<file path="config.mk">
export PLATFORM = sky130hd
export DESIGN_NAME = sensor_poll_health_sequencer
export DESIGN_NICKNAME = d
export VERILOG_FILES = /design/src/rtl/sphs_pkg.sv /design/src/rtl/sphs_core.sv /design/src/rtl/sensor_poll_health_sequencer.sv
export VERILOG_INCLUDE_DIRS = /design/src /design/src/rtl
export SDC_FILE = /design/constraint.sdc
export NUM_CORES = 1
export LEC_CHECK = 0
export BUFFER_PORTS_ARGS = -buffer_cell sky130_fd_sc_hd__buf_2
export CORE_MARGIN = 4
export CORE_UTILIZATION = 60
export CTS_CLUSTER_SIZE = 14
export DETAILED_ROUTE_END_ITERATION = 16
export PLACE_DENSITY = 0.81
export SLEW_MARGIN = 20
export SYNTH_ARGS = -nofsm -noshare
export SYNTH_HDL_FRONTEND = slang
export SYNTH_SLANG_ARGS = --single-unit
export TNS_END_PERCENT = 100
</file>
<file path="constraint.sdc">
create_clock -name clk -period 6.55 [get_ports clk]
set_input_delay 0.655 -clock clk [delete_from_list [all_inputs] [get_ports clk]]
set_output_delay 0.655 -clock clk [all_outputs]
set_load 0.02 [all_outputs]
</file>
<file path="src/rtl/assert_macros.svh">
// Assertion macros shared by the poller RTL.
// Each macro takes a label, a property expression and a message string.
`ifndef ASSERT_MACROS_SVH
`define ASSERT_MACROS_SVH

// Checked on every rising edge of clk outside reset.
`define SPHS_ASSERT(lbl, prop, msg) \
  lbl: assert property (@(posedge clk) disable iff (rst) (prop)) else $error(msg);

// Checked on every rising edge of clk, during reset too.
`define SPHS_ASSERT_ALWAYS(lbl, prop, msg) \
  lbl: assert property (@(posedge clk) (prop)) else $error(msg);

`endif

</file>
<file path="src/rtl/sphs_pkg.sv">
// Package for the sensor poll health sequencer: item and state types,
// request codes, register indexes and bus constants. No dependencies.
`default_nettype none

package sphs_pkg;

  typedef enum logic [1:0] {
    OP_NONE    = 2'd0,
    OP_PROBE   = 2'd1,
    OP_TRIGGER = 2'd2,
    OP_READ    = 2'd3
  } op_t;

  localparam logic [1:0] CFG_READ_INTERVAL = 2'd0;
  localparam logic [1:0] CFG_CONV_WAIT     = 2'd1;
  localparam logic [1:0] CFG_RETRY         = 2'd2;
  localparam logic [1:0] CFG_MAX_FAIL      = 2'd3;

  localparam logic [7:0]  ADDR_CONFIG    = 8'h00;
  localparam logic [7:0]  ADDR_VOLTAGE   = 8'h02;
  localparam logic [7:0]  ADDR_ID        = 8'hFE;
  localparam logic [15:0] ID_EXPECTED    = 16'h5449;
  localparam logic [15:0] CONFIG_DEFAULT = 16'h4127;
  localparam logic [15:0] MODE_MASK      = 16'h0007;
  localparam logic [15:0] MODE_TRIGGERED = 16'h0002;
  localparam logic [15:0] TRIGGER_WORD   = (CONFIG_DEFAULT & ~MODE_MASK) | MODE_TRIGGERED;
  localparam logic [10:0] UV_PER_CODE    = 11'd1250;
  localparam logic [7:0]  FAIL_SAT       = 8'd255;

  localparam logic [31:0] READ_INTERVAL_RST = 32'd1000;
  localparam logic [31:0] CONV_WAIT_RST     = 32'd3;
  localparam logic [31:0] RETRY_RST         = 32'd5000;
  localparam logic [7:0]  MAX_FAIL_RST      = 8'd3;

  typedef struct packed {
    logic        kind;
    logic [31:0] now_ms;
    logic        bus_ok;
    logic [15:0] bus_data;
  } in_item_t;

  typedef struct packed {
    logic [1:0]  request;
    logic [7:0]  reg_addr;
    logic [15:0] write_data;
    logic        healthy;
    logic [26:0] voltage_uv;
    logic [7:0]  fail_count;
  } out_item_t;

  typedef struct packed {
    logic [31:0] read_interval_ms;
    logic [31:0] conversion_wait_ms;
    logic [31:0] retry_interval_ms;
    logic [7:0]  max_fail_count;
  } cfg_t;

  typedef struct packed {
    logic        is_healthy;
    logic        probe_needed;
    logic        phase_waiting;
    op_t         pending_op;
    logic [31:0] pending_time;
    logic [7:0]  failures;
    logic [31:0] last_retry_time;
    logic [31:0] last_read_time;
    logic [31:0] trigger_time;
    logic [26:0] last_voltage;
  } state_t;

endpackage

`default_nettype wire

</file>
<file path="src/rtl/sphs_core.sv">
// Decision logic for one item: next poller state and the result item.
// Depends on sphs_pkg.
`default_nettype none

module sphs_core (
  input  sphs_pkg::in_item_t  item,
  input  sphs_pkg::cfg_t      cfg,
  input  sphs_pkg::state_t    st,
  output sphs_pkg::state_t    st_next,
  output sphs_pkg::out_item_t result
);
  import sphs_pkg::*;

  logic [31:0] base_time;
  logic [31:0] interval;
  logic [31:0] elapsed;
  logic        due;
  logic [7:0]  fail_inc;
  logic        fail_limit;
  logic [26:0] product;
  op_t         req;

  always_comb begin
    if (!st.is_healthy) begin
      base_time = st.last_retry_time;
      interval  = cfg.retry_interval_ms;
    end else if (!st.phase_waiting) begin
      base_time = st.last_read_time;
      interval  = cfg.read_interval_ms;
    end else begin
      base_time = st.trigger_time;
      interval  = cfg.conversion_wait_ms;
    end
    elapsed = item.now_ms - base_time;
    due     = elapsed >= interval;
  end

  assign fail_inc   = (st.failures != FAIL_SAT) ? st.failures + 8'd1 : st.failures;
  assign fail_limit = fail_inc >= cfg.max_fail_count;
  assign product    = 27'(item.bus_data) * 27'(UV_PER_CODE);

  always_comb begin
    st_next = st;
    req     = OP_NONE;
    if (!item.kind) begin
      if (st.pending_op == OP_NONE) begin
        if (st.probe_needed) begin
          st_next.probe_needed = 1'b0;
          req = OP_PROBE;
        end else if (due) begin
          if (!st.is_healthy) begin
            req = OP_PROBE;
          end else if (!st.phase_waiting) begin
            req = OP_TRIGGER;
          end else begin
            req = OP_READ;
          end
        end
        if (req != OP_NONE) begin
          st_next.pending_op   = req;
          st_next.pending_time = item.now_ms;
        end
      end
    end else begin
      st_next.pending_op = OP_NONE;
      case (st.pending_op)
        OP_PROBE: begin
          if (item.bus_ok && item.bus_data == ID_EXPECTED) begin
            st_next.is_healthy    = 1'b1;
            st_next.failures      = 8'd0;
            st_next.phase_waiting = 1'b0;
          end else begin
            st_next.is_healthy = 1'b0;
          end
          st_next.last_retry_time = st.pending_time;
        end
        OP_TRIGGER: begin
          if (item.bus_ok) begin
            st_next.trigger_time  = st.pending_time;
            st_next.phase_waiting = 1'b1;
          end else begin
            st_next.failures       = fail_inc;
            st_next.last_read_time = st.pending_time;
            if (fail_limit) begin
              st_next.is_healthy      = 1'b0;
              st_next.last_retry_time = st.pending_time;
            end
          end
        end
        OP_READ: begin
          if (item.bus_ok) begin
            st_next.last_voltage = product;
            st_next.failures     = 8'd0;
          end else begin
            st_next.failures = fail_inc;
            if (fail_limit) begin
              st_next.is_healthy      = 1'b0;
              st_next.last_retry_time = st.pending_time;
            end
          end
          st_next.last_read_time = st.pending_time;
          st_next.phase_waiting  = 1'b0;
        end
        default: begin
        end
      endcase
    end
  end

  always_comb begin
    result.request    = req;
    result.reg_addr   = 8'h00;
    result.write_data = 16'h0000;
    case (req)
      OP_PROBE:   result.reg_addr = ADDR_ID;
      OP_TRIGGER: begin
        result.reg_addr   = ADDR_CONFIG;
        result.write_data = TRIGGER_WORD;
      end
      OP_READ:    result.reg_addr = ADDR_VOLTAGE;
      default:    result.reg_addr = 8'h00;
    endcase
    result.healthy    = st_next.is_healthy;
    result.voltage_uv = st_next.last_voltage;
    result.fail_count = st_next.failures;
  end

endmodule

`default_nettype wire

</file>
<file path="src/rtl/sensor_poll_health_sequencer.sv">
// Top level of the sensor poll health sequencer: input register, state and
// result register, APB register file. Depends on sphs_pkg, sphs_core and
// assert_macros.svh.
//
// Usage:
// Items arrive on item/item_valid/item_ready: a tick carries the millisecond
// time, a response carries the bus outcome of the last request issued.
// Every item yields exactly one result on result/result_valid/result_ready,
// in order. The result names the bus request to start (or none) and the
// health, last voltage in microvolts and failure count after the item.
// An item is registered in the input register, where the decision is made,
// and its result is then registered in the result register, which raises
// result_valid. Throughput is one item per cycle while the receiver takes
// results; the decision logic is combinational and updates the poller
// state as the item leaves the input register.
// When the receiver stalls, the result register holds its item, the input
// register holds one more, and item_ready then drops until a transfer
// on the result side.
// Reset (synchronous, active high) loads the register defaults and clears
// the poller state; the first tick after reset requests an ID probe.
// Registers are written over APB at byte addresses 0, 4, 8 and 12.
`default_nettype none

module sensor_poll_health_sequencer (
  input  logic                clk,
  input  logic                rst,
  input  logic                item_valid,
  output logic                item_ready,
  input  sphs_pkg::in_item_t  item,
  output logic                result_valid,
  input  logic                result_ready,
  output sphs_pkg::out_item_t result,
  input  logic                psel,
  input  logic                penable,
  input  logic                pwrite,
  input  logic [3:0]          paddr,
  input  logic [31:0]         pwdata,
  output logic [31:0]         prdata,
  output logic                pready
);
  import sphs_pkg::*;
  `include "assert_macros.svh"

  cfg_t      cfg;
  state_t    st;
  state_t    st_next;
  in_item_t  hold;
  logic      hold_valid;
  logic      result_free;
  logic      advance;
  out_item_t step_result;
  logic      cfg_write;

  assign pready      = 1'b1;
  assign cfg_write   = psel && penable && pwrite && pready;
  assign result_free = !result_valid || result_ready;
  assign advance     = hold_valid && result_free;
  assign item_ready  = !hold_valid || result_free;

  always_ff @(posedge clk) begin
    if (rst) begin
      cfg.read_interval_ms   <= READ_INTERVAL_RST;
      cfg.conversion_wait_ms <= CONV_WAIT_RST;
      cfg.retry_interval_ms  <= RETRY_RST;
      cfg.max_fail_count     <= MAX_FAIL_RST;
    end else if (cfg_write) begin
      case (paddr[3:2])
        CFG_READ_INTERVAL: cfg.read_interval_ms   <= pwdata;
        CFG_CONV_WAIT:     cfg.conversion_wait_ms <= pwdata;
        CFG_RETRY:         cfg.retry_interval_ms  <= pwdata;
        CFG_MAX_FAIL:      cfg.max_fail_count     <= pwdata[7:0];
        default:           cfg.max_fail_count     <= cfg.max_fail_count;
      endcase
    end
  end

  always_comb begin
    case (paddr[3:2])
      CFG_READ_INTERVAL: prdata = cfg.read_interval_ms;
      CFG_CONV_WAIT:     prdata = cfg.conversion_wait_ms;
      CFG_RETRY:         prdata = cfg.retry_interval_ms;
      CFG_MAX_FAIL:      prdata = {24'd0, cfg.max_fail_count};
      default:           prdata = 32'd0;
    endcase
  end

  always_ff @(posedge clk) begin
    if (rst) begin
      hold_valid <= 1'b0;
    end else if (item_ready) begin
      hold_valid <= item_valid;
    end
  end

  always_ff @(posedge clk) begin
    if (item_ready && item_valid) begin
      hold <= item;
    end
  end

  sphs_core u_core (
    .item    (hold),
    .cfg     (cfg),
    .st      (st),
    .st_next (st_next),
    .result  (step_result)
  );

  always_ff @(posedge clk) begin
    if (rst) begin
      st.is_healthy      <= 1'b0;
      st.probe_needed    <= 1'b1;
      st.phase_waiting   <= 1'b0;
      st.pending_op      <= OP_NONE;
      st.pending_time    <= 32'd0;
      st.failures        <= 8'd0;
      st.last_retry_time <= 32'd0;
      st.last_read_time  <= 32'd0;
      st.trigger_time    <= 32'd0;
      st.last_voltage    <= 27'd0;
    end else if (advance) begin
      st <= st_next;
    end
  end

  always_ff @(posedge clk) begin
    if (rst) begin
      result_valid <= 1'b0;
    end else if (advance) begin
      result_valid <= 1'b1;
    end else if (result_ready) begin
      result_valid <= 1'b0;
    end
  end

  always_ff @(posedge clk) begin
    if (advance) begin
      result <= step_result;
    end
  end

  `SPHS_ASSERT(a_no_advance_on_stall, !(advance && result_valid && !result_ready),
    "input register advanced over a stalled result")
  `SPHS_ASSERT(a_busy_tick_no_request,
    (advance && !hold.kind && st.pending_op != OP_NONE) |=> (result.request == OP_NONE),
    "tick with a request outstanding issued a request")
  `SPHS_ASSERT(a_idle_fields_zero,
    (result_valid && result.request == OP_NONE) |->
      (result.reg_addr == 8'h00 && result.write_data == 16'h0000),
    "result without request carries an address or write word")
  `SPHS_ASSERT_ALWAYS(a_reset_empty, $past(rst) |-> (!hold_valid && !result_valid),
    "pipeline not empty after reset")

endmodule

`default_nettype wire

</file>
Word level (Yosys, flattened, before mapping). Cells that the tools add are included.

Register bits: 386. Input port bits: 93. Output and inout bits: 97. Word-level logic and storage cells: 117.

Add/subtract/negate cells: 2. Multiply operators: 1. Order comparisons: 2. Equality and inequality tests: 15. Muxes and demuxes: 41. Bitwise gates (word level): 1. Reductions and logical operators: 29.

Operator list (number): 32-bit 2-to-1 mux (8); 131-bit 2-to-1 mux (1); 32-bit case mux with 4 select lines (1); 40-bit case mux with 3 select lines (1); 72-bit 2-to-1 mux (1); 34-bit 2-to-1 mux (2); 32-bit case mux with 2 select lines (1); 27-bit 2-to-1 mux (2); 32-bit >= comparator (1); 32-bit subtractor (1); 16-bit by 10-bit multiplier with 26-bit output, second input constant (1); 8-bit 2-to-1 mux (3); 16-bit by 15-bit equality test with 1-bit output, second input constant (1); 2-bit 2-to-1 mux (8); 8-bit case mux with 2 select lines (1); 15-bit 2-to-1 mux (1); 2-bit equality test, second input constant (6); 4-bit AND reduction (3); 5-bit AND reduction (2); 2-bit nonzero test (5); 1-bit 2-to-1 mux (9); 8-bit by 1-bit adder with 8-bit output, second input constant (1); 8-bit >= comparator (1); 8-bit != test, second input constant (1); other kinds (14) (29).

Logic depth before layout (Yosys ltp). Gate-level depths: netlist (run 1).

Depth in word-level cells: 12. Gate-level depth with buffers: 28. Gate-level depth less buffers: 24.

Hierarchy. A second synthesis (run 1) with hierarchy kept.

Cells, all modules: 2553. Area total of the unflattened synthesis: 23467.5 um2.

Modules (own cells, without submodules): sensor_poll_health_sequencer (instances 1, cells each 1407, area each 14615.3 um2); sphs_core (instances 1, cells each 1146, area each 8852.2 um2).

Least setup slack after synthesis (run 1). Ideal clock, no wire load.

Path type: reg2reg. From: register, netlist name st[165]. To: register, netlist name st[161]. Arrival: 5.592 ns. Setup slack: 0.830 ns. Cell stages (with the launch flop): 29. Buffers on the path: 4. Path through: dfxtp_1 clkbuf_1 buf_1 buf_1 mux2i_1 a21oi_1 ha_1 inv_1 fa_1 a21o_1 a21o_1 a2111oi_2 o21ai_1 a21oi_1 o21ai_1 a21o_1 a21oi_1 xnor2_1 ha_1 a21o_1 a21o_1 a21oi_1 o21ai_0 a2111o_1 a211oi_1 a211oi_2 clkbuf_1 nand3_1 o21ai_0.

Longest elaborated chain between the ends: 10. Elaborated cells between the ends (all ways): 14.

Ends and longest elaborated chain: 32-bit 2-to-1 mux (RTL line sphs_core.sv:27) `end else if (!st.phase_waiting) begin`; 32-bit 2-to-1 mux (RTL line sphs_core.sv:24) `if (!st.is_healthy) begin`; 32-bit subtractor (RTL line sphs_core.sv:34) `elapsed = item.now_ms - base_time;`; 32-bit >= comparator (RTL line sphs_core.sv:35) `due = elapsed >= interval;`; 2-bit 2-to-1 mux (*) (RTL line sphs_core.sv:50) `end else if (due) begin`; 2-bit 2-to-1 mux (*) (RTL line sphs_core.sv:47) `if (st.probe_needed) begin`; 2-bit 2-to-1 mux (*) (RTL line sphs_core.sv:46) `if (st.pending_op == OP_NONE) begin`; 2-bit 2-to-1 mux (*) (RTL line sphs_core.sv:45) `if (!item.kind) begin`; 2-bit nonzero test (*) (RTL line sphs_core.sv:59) `if (req != OP_NONE) begin`; 4-bit AND reduction (no source line) (*).

Mark *: on every way between the ends. The rest lies on a longest branch, timed or not. The select of a mux whose other input is x is not followed. A chain may end at the register's enable or synchronous reset.

Worst setup path after layout (run 1).
From: register, netlist name st[167]. To: register, netlist name st[133].

Longest elaborated chain between the ends: 9. Elaborated cells between the ends (all ways): 11.

Ends and longest elaborated chain (RTL line): 32-bit 2-to-1 mux (sphs_core.sv:24); 32-bit subtractor (sphs_core.sv:34); 32-bit >= comparator (sphs_core.sv:35); 2-bit 2-to-1 mux (*) (sphs_core.sv:50); 2-bit 2-to-1 mux (*) (sphs_core.sv:47); 2-bit 2-to-1 mux (*) (sphs_core.sv:46); 2-bit 2-to-1 mux (*) (sphs_core.sv:45); 2-bit nonzero test (*) (sphs_core.sv:59); 4-bit AND reduction (no source line) (*).

Marks and branches as above.

==> results_dict.tcl, run 1 <==
set metrics [dict create \
    cts_buffers 41 \
    arrival_ns 6.39 \
    die_y_microns 192 \
    drtIter0Drc 1328 \
    start_util_pct 60.6 \
    setup-violations-final 0 \
    ir_worst_vdd_mv 0.240 \
    setup_slack_ns 0.567 \
    root_buffer "clkbuf_16" \
    post-place-ws_ns 0.713 \
    power_mw 6.10 \
    globalplace.congestion 0.908 \
    drv_slew 0 \
    fin_crit_ns 5.98 \
    max_freq_ghz 0.167 \
    layout.nets 2702 \
    coreArea_sq_um 33400 \
    finalHoldViolCount 0 \
    grt_max_degree 115 \
    fin_tns_setup_ns 0 \
    dr.pass1.iters 5 \
    synth_area_leaders "dfxtp_1 (27%), edfxtp_1 (13%), nand2_1 (9.7%), ha_1 (9.3%), mux2i_1 (6.3%)" \
    ys_ff_latch 364 \
    hold_class "primary input to flip-flop" \
    top_usage_layer "met2" \
    fillCellCount 2634 \
    run_status "finished clean" \
    maxSlewHeadroom_pct 30.8 \
    power_density_nw_per_um2 269 \
    startpoint_type "flip-flop" \
    worst_ep_required_time_ns 6.96 \
    final_layout_size_suffix_gt1_share_pct 12.3 \
    crit_fanout 64 \
    grtUsageTotal_pct 27.3 \
    viasPerCell 5.86 \
    ctsResizeCount 0 \
    leakagePower_nw 8.83 \
    rows 67 \
    numClockSinks 364 \
    die-width_microns 192 \
    drc 0 \
    use_met1_pct 36.5 \
    syn_inst 2329 \
    yosys.cell_types.count 73 \
    synthesis.area_sq_um 20300 \
    pin_count 190 \
    portBuffers 173 \
    grt_pass1_wl_mm 81.6 \
    groute.layer.met3.usage_pct 4.47 \
    clk_latency_ns 0.56 \
    clk_path_buf_depth 3 \
    worst_pin_slew_ns 1.03 \
    grt_pass1_vias 16300 \
    clkTransAtPathRegs_ns 0.06 \
    synth_top_cell_area_share_pct 27.1 \
    period_share_pct 91.3 \
    critPathCaptureType "flip-flop" \
    grt_overflow 0 \
    ant_nets 0 \
    dr_total_vias 17000 \
    synth_ff_type "dfxtp_1" \
    ctsHoldBuffers 0 \
    synth_warnings 0 \
    gr-usage-met2_pct 45.0 \
    dpl.hpwl_mm 33.9 \
    htree_levels 2 \
    synth-seq-area-share_pct 40.4 \
    cts_setup_buffers 0 \
    drv_cap 0 \
    yosys.area.top_type "dfxtp_1" \
    cts_tree "yes" \
    rsz0062_at_grt "no" \
    die_area_sq_um 36800 \
    area_growth_pct 11.7 \
    synth_edf_count 90 \
    avgSynthCellArea_sq_um 8.70 \
    antenna_found_initial 5 \
    worstSetupPathType "flip-flop to flip-flop" \
    wl_per_cell_microns 17.6 \
    skew_ns 0.0219 \
    routed_wl_mm 51.1 \
    async_flop_share_pct 0 \
]
[where the power goes]
part           total, mW  switching (mW)  internal, mW
clock network       2.27           0.918          1.35
logic               1.42           0.847         0.574
registers           2.41          0.0504          2.36
[path summary, 6_finish.rpt]
| check | startpoint | to | slack [ns] | depth (start not counted) |
|---|---|---|---|---|
| setup / recovery | st[167] | st[133] | 0.57 | 25 |
| hold / removal | item[1] | hold[1] | 0.26 | 1 |
| setup reg to reg | st[167] | st[133] | 0.57 | 25 |
| hold reg to reg | st[88] | st[88] | 0.45 | 2 |
[worst max-delay path, stage by stage (launching register included)]
cell and delay [ns]:
dfxtp_4 0.48, nor2_1 0.08, a21oi_1 0.14, ha_1 0.21, inv_1 0.06, fa_1 0.41, a21o_1 0.19, a21o_1 0.22
a2111oi_2 0.51, o21ai_1 0.25, a21oi_1 0.24, o21ai_1 0.11, a21o_1 0.20, a21oi_1 0.17, xnor2_1 0.10, ha_1 0.19
a21o_1 0.17, a21o_1 0.17, a21oi_1 0.25, o21ai_0 0.21, a2111o_1 0.39, a211oi_1 0.35, a211oi_4 0.06, buf_4 0.35
nand3_1 0.16, o21ai_0 0.12
[registers in the layout, indices dropped and copies added, names as in the netlist]
register and cells:
st 168, cfg 104, hold_valid 1, result 40
hold 50, result_valid 1
[synth_stat cells, types with 34 or more instances]
| cell | instances |
|---|---|
| a21oi_1 | 205 |
| xnor2_1 | 34 |
| dfxtp_1 | 274 |
| nand3_1 | 103 |
| inv_1 | 130 |
| ha_1 | 151 |
| clkbuf_1 | 116 |
| edfxtp_1 | 90 |
| mux2i_1 | 128 |
| fa_1 | 36 |
| o21ai_0 | 164 |
| nand2_1 | 522 |
| nor2_1 | 72 |
[per-layer routing]
metal | vias to the layer above | routed length [microns]
met4 | 6 | 1480
met5 | - | 34
li1 | 8141 | -
met1 | 8140 | 21500
met2 | 627 | 24300
met3 | 113 | 3840
[layout make-up]
cell class	instances	area (sq um)	share of cell area, %
clock buffer	65	1250	5.53
tap	448	561	2.48
multi-input combinational	1686	11000	48.5
timing repair buffer	197	1060	4.70
sequential	364	8200	36.2
antenna	4	10.0	0.0442
inverter	132	497	2.19
clock inverter	10	82.6	0.365
[cells in the final DEF (no fill, tap or decap), types with 13 or more instances in the layout]
cell         n
ha_1       151
buf_4       23
edfxtp_1    90
clkbuf_1    15
nor2_1      71
nor3_1      19
o21ai_0    164
nand2_1    522
nor2b_1     13
dfxtp_1    272
mux2i_1    128
inv_1      129
xor2_1      15
a21o_1      29
xnor2_1     34
buf_2      172
fa_1        36
clkbuf_16   45
a21oi_1    205
nand3_1    103
conb_1      14
[logic make-up (layout without fill, tap and decap cells)]
group	after synthesis	in the layout	synth area share, %
flops	364	364	40.4
fa+ha+maj	187	187	12.9
xor+xnor	49	49	2.12
buf+inv	291	404	5.85
mux	144	144	7.66
other cells	2	18	0.0371
simple gates	788	788	16.4
compound gates	504	504	14.7
[per-stage QoR]
step	cell area [sq um]	utilization, %	hold WS, ns	std cells
2_1_floorplan	20300	-	0.431	2341
5_1_grt	22600	67.7	0.240	2904
3_5_place_dp	21300	63.7	0.444	2827
6_report	22600	67.7	0.261	2906
4_1_cts	22600	67.7	0.233	2902
3_3_place_gp	21300	63.7	0.437	2827
(Power assumes the default switching activity.)
==> run 2: changes to the inputs <==
--- a/config.mk
+++ b/config.mk
@@ -8,10 +8,9 @@
 export LEC_CHECK = 0
 export BUFFER_PORTS_ARGS = -buffer_cell sky130_fd_sc_hd__buf_2
 export CORE_MARGIN = 4
-export CORE_UTILIZATION = 60
+export CORE_UTILIZATION = 35
 export CTS_CLUSTER_SIZE = 14
 export DETAILED_ROUTE_END_ITERATION = 16
-export PLACE_DENSITY = 0.81
 export SLEW_MARGIN = 20
 export SYNTH_ARGS = -nofsm -noshare
 export SYNTH_HDL_FRONTEND = slang
==> run 2 against run 1 <==
Net effect: die area up 68%; clock skew up 0.00069 ns; clock-buffer cell count up 3; via count down 2.2%; non-clock buffer count down 1; global-route usage down 9.4 points; clock power about the same; critical endpoint is now st[137]; critical path depth down 2; sequential share of layout area down 0.57 points; combinational power up 4%; power up 0.90%; cell area up 1.6%.
==> results_dict.tcl, run 2 (synthesis results as in run 1) <==
set metrics [dict create \
    run_status "finished clean" \
    grt_pass1_wl_mm 90.2 \
    dr.pass1.iters 8 \
    viasPerCell 5.18 \
    cts_tree "yes" \
    htree_levels 2 \
    largest_register "st" \
    maxSlewHeadroom_pct 25.7 \
    rows 87 \
    die_area_sq_um 61800 \
    setup_slack_ns 0.746 \
    dpl.hpwl_mm 38.4 \
    globalplace.congestion 0.847 \
    grtUsageTotal_pct 17.9 \
    grt_pass1_vias 16200 \
    regArea_sq_um 8200 \
    die_y_microns 249 \
    drv_cap 0 \
    coreArea_sq_um 56800 \
    leakagePower_nw 8.81 \
    period_share_pct 88.6 \
    worstSetupPathType "flip-flop to flip-flop" \
    clkTransAtPathRegs_ns 0.06 \
    worst_ep_required_time_ns 7.00 \
    layout.nets 2703 \
    multi_input_area_sq_um 11000 \
    final_common_cell "nand2_1" \
    fin_tns_setup_ns 0 \
    ctsHoldBuffers 0 \
    fin_hold_ws_ns 0.247 \
    worst_pin_slew_ns 1.11 \
    crit_fanout 64 \
    arrival_ns 6.25 \
    final_layout_size_suffix_gt1_share_pct 12.4 \
    fin_crit_ns 5.80 \
    skew_ns 0.0226 \
    cts_setup_buffers 0 \
    clk_path_buf_depth 3 \
    fillCellCount 5568 \
    setup-violations-final 0 \
    routed_wl_mm 56.8 \
    finalHoldViolCount 0 \
    numClockSinks 364 \
    largest_reg_flops 168 \
    start_util_pct 35.7 \
    max_freq_ghz 0.172 \
    antenna_found_initial 0 \
    drtIter0Drc 1337 \
    post-place-ws_ns 0.834 \
    area_growth_pct 13.5 \
    startpoint_type "flip-flop" \
    grt_max_degree 96 \
    drc 0 \
    cts_buffers 43 \
    root_buffer "clkbuf_16" \
    dr_total_vias 16700 \
    final_cell_mix "nand2_1 (521), dfxtp_1 (272), a21oi_1 (205)" \
    clk_latency_ns 0.59 \
    rsz0062_at_grt "no" \
    pin_count 190 \
    power_density_nw_per_um2 267 \
    drv_slew 0 \
    portBuffers 173 \
    wl_per_cell_microns 17.7 \
    hold_class "primary input to flip-flop" \
    reg_top3 "st x168, cfg x104, hold x50" \
    grt_overflow 0 \
    ctsResizeCount 0 \
    ant_nets 0 \
    critPathCaptureType "flip-flop" \
    die-width_microns 249 \
    ir_worst_vdd_mv 0.269 \
]
## run 2: final timing paths
path              slack, ns      from  endpoint  depth (start not counted)
setup / recovery       0.75   st[165]   st[137]                         23
hold / removal         0.25  item[26]  hold[26]                          1
setup reg to reg       0.75   st[165]   st[137]                         23
hold reg to reg        0.45    st[62]    st[62]                          2
## run 2: area by class of cell
cell class	instances	area share (%)
Tap cell	756	4.11
Clock buffer	68	5.39
Antenna cell	1	0.0109
Inverter	132	2.16
Sequential cell	364	35.6
Timing Repair Buffer	196	4.60
Clock inverter	10	0.348
Multi-Input combinational cell	1686	47.8
## run 2: worst max-delay path, cell delays in order (launching register included)
cell and delay, ns:
dfxtp_4 0.55, buf_4 0.43, mux2i_1 0.23, nand2_1 0.06, o21ai_0 0.10, ha_1 0.32
o21a_1 0.20, o21ai_1 0.25, a31oi_1 0.16, a41oi_2 0.37, o21ai_2 0.17, o311ai_1 0.36
nand2b_1 0.10, a21oi_1 0.20, xnor2_1 0.23, ha_1 0.31, a21oi_1 0.22, o211ai_1 0.17
a2111o_1 0.38, a211oi_1 0.34, a211oi_4 0.07, buf_12 0.22, nand3_1 0.12, o21ai_0 0.11
## run 2: power by group
group	total [mW]	internal, mW	switching (mW)
Clock	2.27	1.30	0.973
Sequential	2.41	2.36	0.0524
Combinational	1.47	0.573	0.895
## run 2: metal layers
| layer | GRT usage (%) | wire length, microns | vias up |
|---|---|---|---|
| met5 | 0 | 0 | - |
| met4 | 4.36 | 1100 | 0 |
| met3 | 3.19 | 3270 | 74 |
| met2 | 29.9 | 27000 | 443 |
| met1 | 24.2 | 25500 | 7997 |
| li1 | - | - | 8138 |
## run 2: metrics by stage
step                      power, mW  instances  util (%)  instance area (sq um)
final                          6.15       3213      40.5                  23000
after global placement         3.90       3134      38.2                  21700
after floorplan                3.53       2341         -                  20300
after CTS                      6.23       3212      40.5                  23000
after detailed placement       3.92       3134      38.2                  21700
after global routing           6.51       3212      40.5                  23000
